===== src/ftfa_pkg.sv =====
// Package: payload types, state encoding and controller/datapath command structs.
package ftfa_pkg;

  localparam logic [1:0] TransportTcp = 2'd0;
  localparam logic [1:0] TransportUdp = 2'd1;

  localparam int unsigned KeyWidth = 64 * 4 + 32 + 1;

  typedef struct packed {
    logic [63:0] src_addr_hi;
    logic [63:0] src_addr_lo;
    logic [63:0] dst_addr_hi;
    logic [63:0] dst_addr_lo;
    logic [15:0] sport;
    logic [15:0] dport;
    logic [1:0]  transport;
    logic [15:0] frame_length;
    logic [52:0] timestamp_us;
  } in_item_t;

  typedef struct packed {
    logic [8:0]  session_id;
    logic        tracked;
    logic        is_new;
    logic        table_full;
    logic [31:0] packet_count;
    logic [47:0] total_bytes;
    logic [52:0] start_time_us;
    logic [52:0] end_time_us;
  } out_item_t;

  typedef enum logic [2:0] {
    StIdle,
    StSearch,
    StCompare,
    StUpdate,
    StOutput
  } state_e;

  typedef struct packed {
    logic load;
    logic search_step;
    logic do_update;
    logic out_valid;
  } ctrl_cmd_t;

  typedef struct packed {
    logic untracked;
    logic search_done;
    logic hit;
    logic out_taken;
  } ctrl_sts_t;

endpackage


===== src/ftfa_ctrl.sv =====
// Controller: sequences search, update and output of one packet at a time.
module ftfa_ctrl import ftfa_pkg::*; (
  input  logic      clk_i,
  input  logic      rst_ni,
  input  logic      in_valid_i,
  output logic      in_ready_o,
  input  ctrl_sts_t sts_i,
  output ctrl_cmd_t cmd_o
);

  state_e state_q, state_d;

  always_ff @(posedge clk_i or negedge rst_ni) begin
    if (!rst_ni) begin
      state_q <= StIdle;
    end else begin
      state_q <= state_d;
    end
  end

  always_comb begin
    state_d = state_q;
    case (state_q)
      StIdle: begin
        if (in_valid_i) state_d = StSearch;
      end
      StSearch: begin
        if (sts_i.untracked) state_d = StOutput;
        else if (sts_i.search_done) state_d = StUpdate;
        else state_d = StCompare;
      end
      StCompare: begin
        if (sts_i.hit) state_d = StUpdate;
        else state_d = StSearch;
      end
      StUpdate: state_d = StOutput;
      StOutput: begin
        if (sts_i.out_taken) state_d = StIdle;
      end
      default: state_d = StIdle;
    endcase
  end

  always_comb begin
    cmd_o = '0;
    in_ready_o = 1'b0;
    case (state_q)
      StIdle: begin
        in_ready_o = 1'b1;
        cmd_o.load = in_valid_i;
      end
      StCompare: cmd_o.search_step = !sts_i.hit;
      StUpdate: cmd_o.do_update = 1'b1;
      StOutput: cmd_o.out_valid = 1'b1;
      default: ;
    endcase
  end

endmodule


===== config.mk =====
export PLATFORM = sky130hd
export DESIGN_NAME = ftfa_ctrl
export DESIGN_NICKNAME = d
export VERILOG_FILES = /design/src/ftfa_pkg.sv /design/src/ftfa_ctrl.sv
export SDC_FILE = /design/constraint.sdc
export NUM_CORES = 1
export LEC_CHECK = 0
export BUFFER_PORTS_ARGS = -buffer_cell sky130_fd_sc_hd__buf_2
export CORE_AREA = 4 4 41 43
export DETAILED_ROUTE_END_ITERATION = 8
export DIE_AREA = 0 0 45 47
export PLACE_DENSITY = 0.42
export SYNTH_ARGS = -nofsm -noshare
export SYNTH_HDL_FRONTEND = slang
export SYNTH_SLANG_ARGS = --single-unit

===== constraint.sdc =====
create_clock -name clk_i -period 3.2 [get_ports clk_i]
set_input_delay 0.96 -clock clk_i [delete_from_list [all_inputs] [get_ports clk_i]]
set_output_delay 0.96 -clock clk_i [all_outputs]
set_load 0.01 [all_outputs]

==> results.py <==
metrics = {
    "drt": {
        "via_count": 190,
        "drt_iter0_drc": 1,
        "ant_nets": 0,
        "drc": 0,
        "finalWirelength_um": 486,
        "vias_per_cell": 3.958,
        "wl_per_cell_um": 10.13,
        "drtPass1Iterations": 2,
    },
    "die": {
        "die_y_um": 47,
        "ios": 12,
        "die_w_um": 45,
        "core_area_sq_um": 1301,
        "rows": 13,
        "initial_core_util_pct": 14.33,
        "die_area_sq_um": 2115,
    },
    "timing": {
        "slew_headroom_pct": 85.38,
        "finalHoldViolCount": 0,
        "fin_worst_skew_ps": 0.2097,
        "setup_violations": 0,
        "worst_pin_slew_ps": 216.2,
        "worst_slack_ps": 788.0,
        "min_period_ps": 2412,
        "slew_viol_final": 0,
        "rsz0062_at_grt": "no",
        "tns_ps": 0,
        "whs_ps": 517.3,
        "clock.fmax_mhz": 414.6,
        "finalCritPeriodShare_pct": 75.37,
    },
    "placed_design": {
        "pre_cts_slack_ps": 783.1,
        "gp_congestion": 0.7246,
        "port_buffers": 11,
        "dp_cells": 44,
        "dp_hpwl_um": 368.7,
    },
    "cells_and_area": {
        "fin_nets": 41,
        "top_regs": "state_q: 3 flops",
        "synthToLayoutAreaGrowth_pct": 51.01,
        "drive_gt1_share_pct": 45.45,
        "final_cells": 48,
        "nFillCells": 151,
        "antenna_cells": 0,
        "largest_reg_flops": 3,
        "regMostFlops": "state_q",
    },
    "synthesis": {
        "netlist.area_leader.share_pct": 40.27,
        "synth-seq-cells": 3,
        "ys_seq_area_share_pct": 40.27,
        "avgSynthCellArea_sq_um": 9.812,
        "synthDistinctLibCells": 16,
        "synth_warnings": 0,
        "syn_inst": 19,
        "syn-num-nets": 26,
        "syn_area_sq_um": 186.4,
        "synth_area_leader_cell": "dfrtp_1",
        "yosys-top-cells-area": "dfrtp_1 40%, nand4bb_1 6.0%, a21oi_1 5.4%, and3b_2 5.4%, nor4b_1 4.7%",
    },
    "global_route": {
        "grt_busiest_layer": "met2",
        "overflow": 0,
        "grt_use_met3_pct": 2.299,
        "globalRouteTotalUtil_pct": 5.938,
        "grt_first_pass_wirelength_um": 834,
        "grt_max_degree": 10,
        "grt_use_met1_pct": 5.492,
        "first_global_vias": 203,
        "met2_usage_pct": 9.322,
        "grt_antenna_before_repair": 0,
    },
    "power_and_ir_drop": {
        "pwr-share-seq_pct": 35.2,
        "swShare_pct": 36.99,
        "cellLeakagePower_nw": 0.1398,
        "pwr-share-comb_pct": 38.3,
        "p_int_w": 0.0001552,
        "clkPwrFrac_pct": 26.5,
        "cellPowerDensity_nw_per_um2": 874.9,
        "power_w": 0.0002463,
        "switchingPower_w": 0.00009111,
        "ir_worst_vdd_v": 0.0002527,
    },
    "worst_setup_path": {
        "crit_fanout": 2,
        "setup.worst_path.start_class": "input pin",
        "rr_worst_depth": 2,
        "timing.rr.start": "state_q[1]",
        "crit_path_start": "sts_i[1]",
        "r2r_end": "state_q[1]",
        "reg2reg_slack_ps": 2150,
        "endpoint": "cmd_o[2]",
        "critPathKind": "in2out",
        "cp.required_ps": 2240,
        "critPathArrivalTime_ps": 1450,
        "end_kind": "output pin",
    },
    "status": {
        "status": "finished clean",
    },
    "clock_network": {
        "cts_resized": 0,
        "post_cts_buffers": 0,
        "cts.sinks": 3,
        "htreeDepth": 1,
        "hold_buffers": 0,
        "cts_tree": "done",
        "clock_latency_ps": 230,
        "clockBufferDepth": 2,
        "cts_buffers": 3,
        "path_clk_slew_ps": 40,
        "clock-root-buffer": "clkbuf_4",
    },
    "min_path": {
        "min_path_type": "in2async",
    },
    "job": {
        "drv_cap": 0,
    },
}
==> routing by layer <==
layer | share of wire (%) | vias up
li1 | - | 96
met1 | 37 | 89
met5 | 0 | -
met4 | 0 | 0
met3 | 1.6 | 0
met2 | 61 | 5
==> worst min-delay path by stage <==
stage,startpoint,endpoint,slack (ps),depth (start not counted)
after floorplan,state_q[2],state_q[1],480,1
after global placement,state_q[2],state_q[1],550,1
after detailed placement,state_q[2],state_q[0],540,1
after CTS,rst_ni,state_q[1],510,1
after global routing,rst_ni,state_q[2],500,1
final,rst_ni,state_q[2],520,1
==> synthesized netlist by cell type, drive strengths merged <==
master	number
o2bb2ai	1
nand3b	1
o21bai	1
inv	1
dfrtp	3
nor3	1
and2	1
and3b	1
or2b	1
nand4bb	1
nor4b	1
clkbuf	1
nor3b	1
nor2	1
or3b	1
a21oi	2
==> critical path, stage by stage <==
cell	delay (ps)
buf_2	100
nor4b_1	210
buf_2	180
==> power groups by stage <==
stage | combinational [W] | clock, W | sequential [W]
floorplan | 0.0000746 | 0 | 0.0000711
global placement | 0.0000970 | 0 | 0.0000864
detailed placement | 0.0000962 | 0 | 0.0000878
CTS | 0.0000966 | 0.0000689 | 0.0000873
global route | 0.000103 | 0.0000739 | 0.0000936
finish | 0.0000943 | 0.0000653 | 0.0000867
==> placed cells by master, fill, tap and decap left out <==
cell	instances
nor2_1	1
nor3_1	1
buf_2	11
nand4bb_1	1
nor3b_1	1
nor4b_1	1
a21oi_1	2
dfrtp_1	3
inv_1	1
or2b_1	1
or3b_1	1
clkbuf_4	3
and3b_2	1
and2_1	1
clkbuf_1	1
o2bb2ai_1	1
nand3b_1	1
o21bai_1	1
==> stage by stage <==
stage / utilization, % / instance area [sq um]
after floorplan: - / 186.4
after global placement: 19.62 / 255.2
after detailed placement: 19.62 / 255.2
after CTS: 21.63 / 281.5
after global routing: 21.63 / 281.5
final: 21.63 / 281.5
==> kinds of logic after synthesis <==
group                  count (synthesis)  synth area share [%]
AND/OR/NAND/NOR                       10                 40.94
buffers and inverters                  2                 4.693
AO/OA/AOI/OAI                          4                 14.10
flip-flops                             3                 40.27
==> layout make-up <==
cell class	instances	area, sq um	area share [%]
Inverter	1	3.754	1.333
Clock buffer	4	26.28	9.333
Multi-Input combinational cell	14	102.6	36.44
Timing Repair Buffer	11	55.05	19.56
Tap cell	15	18.77	6.667
Sequential cell	3	75.07	26.67
No activity file was read; power rests on OpenSTA's default activity.
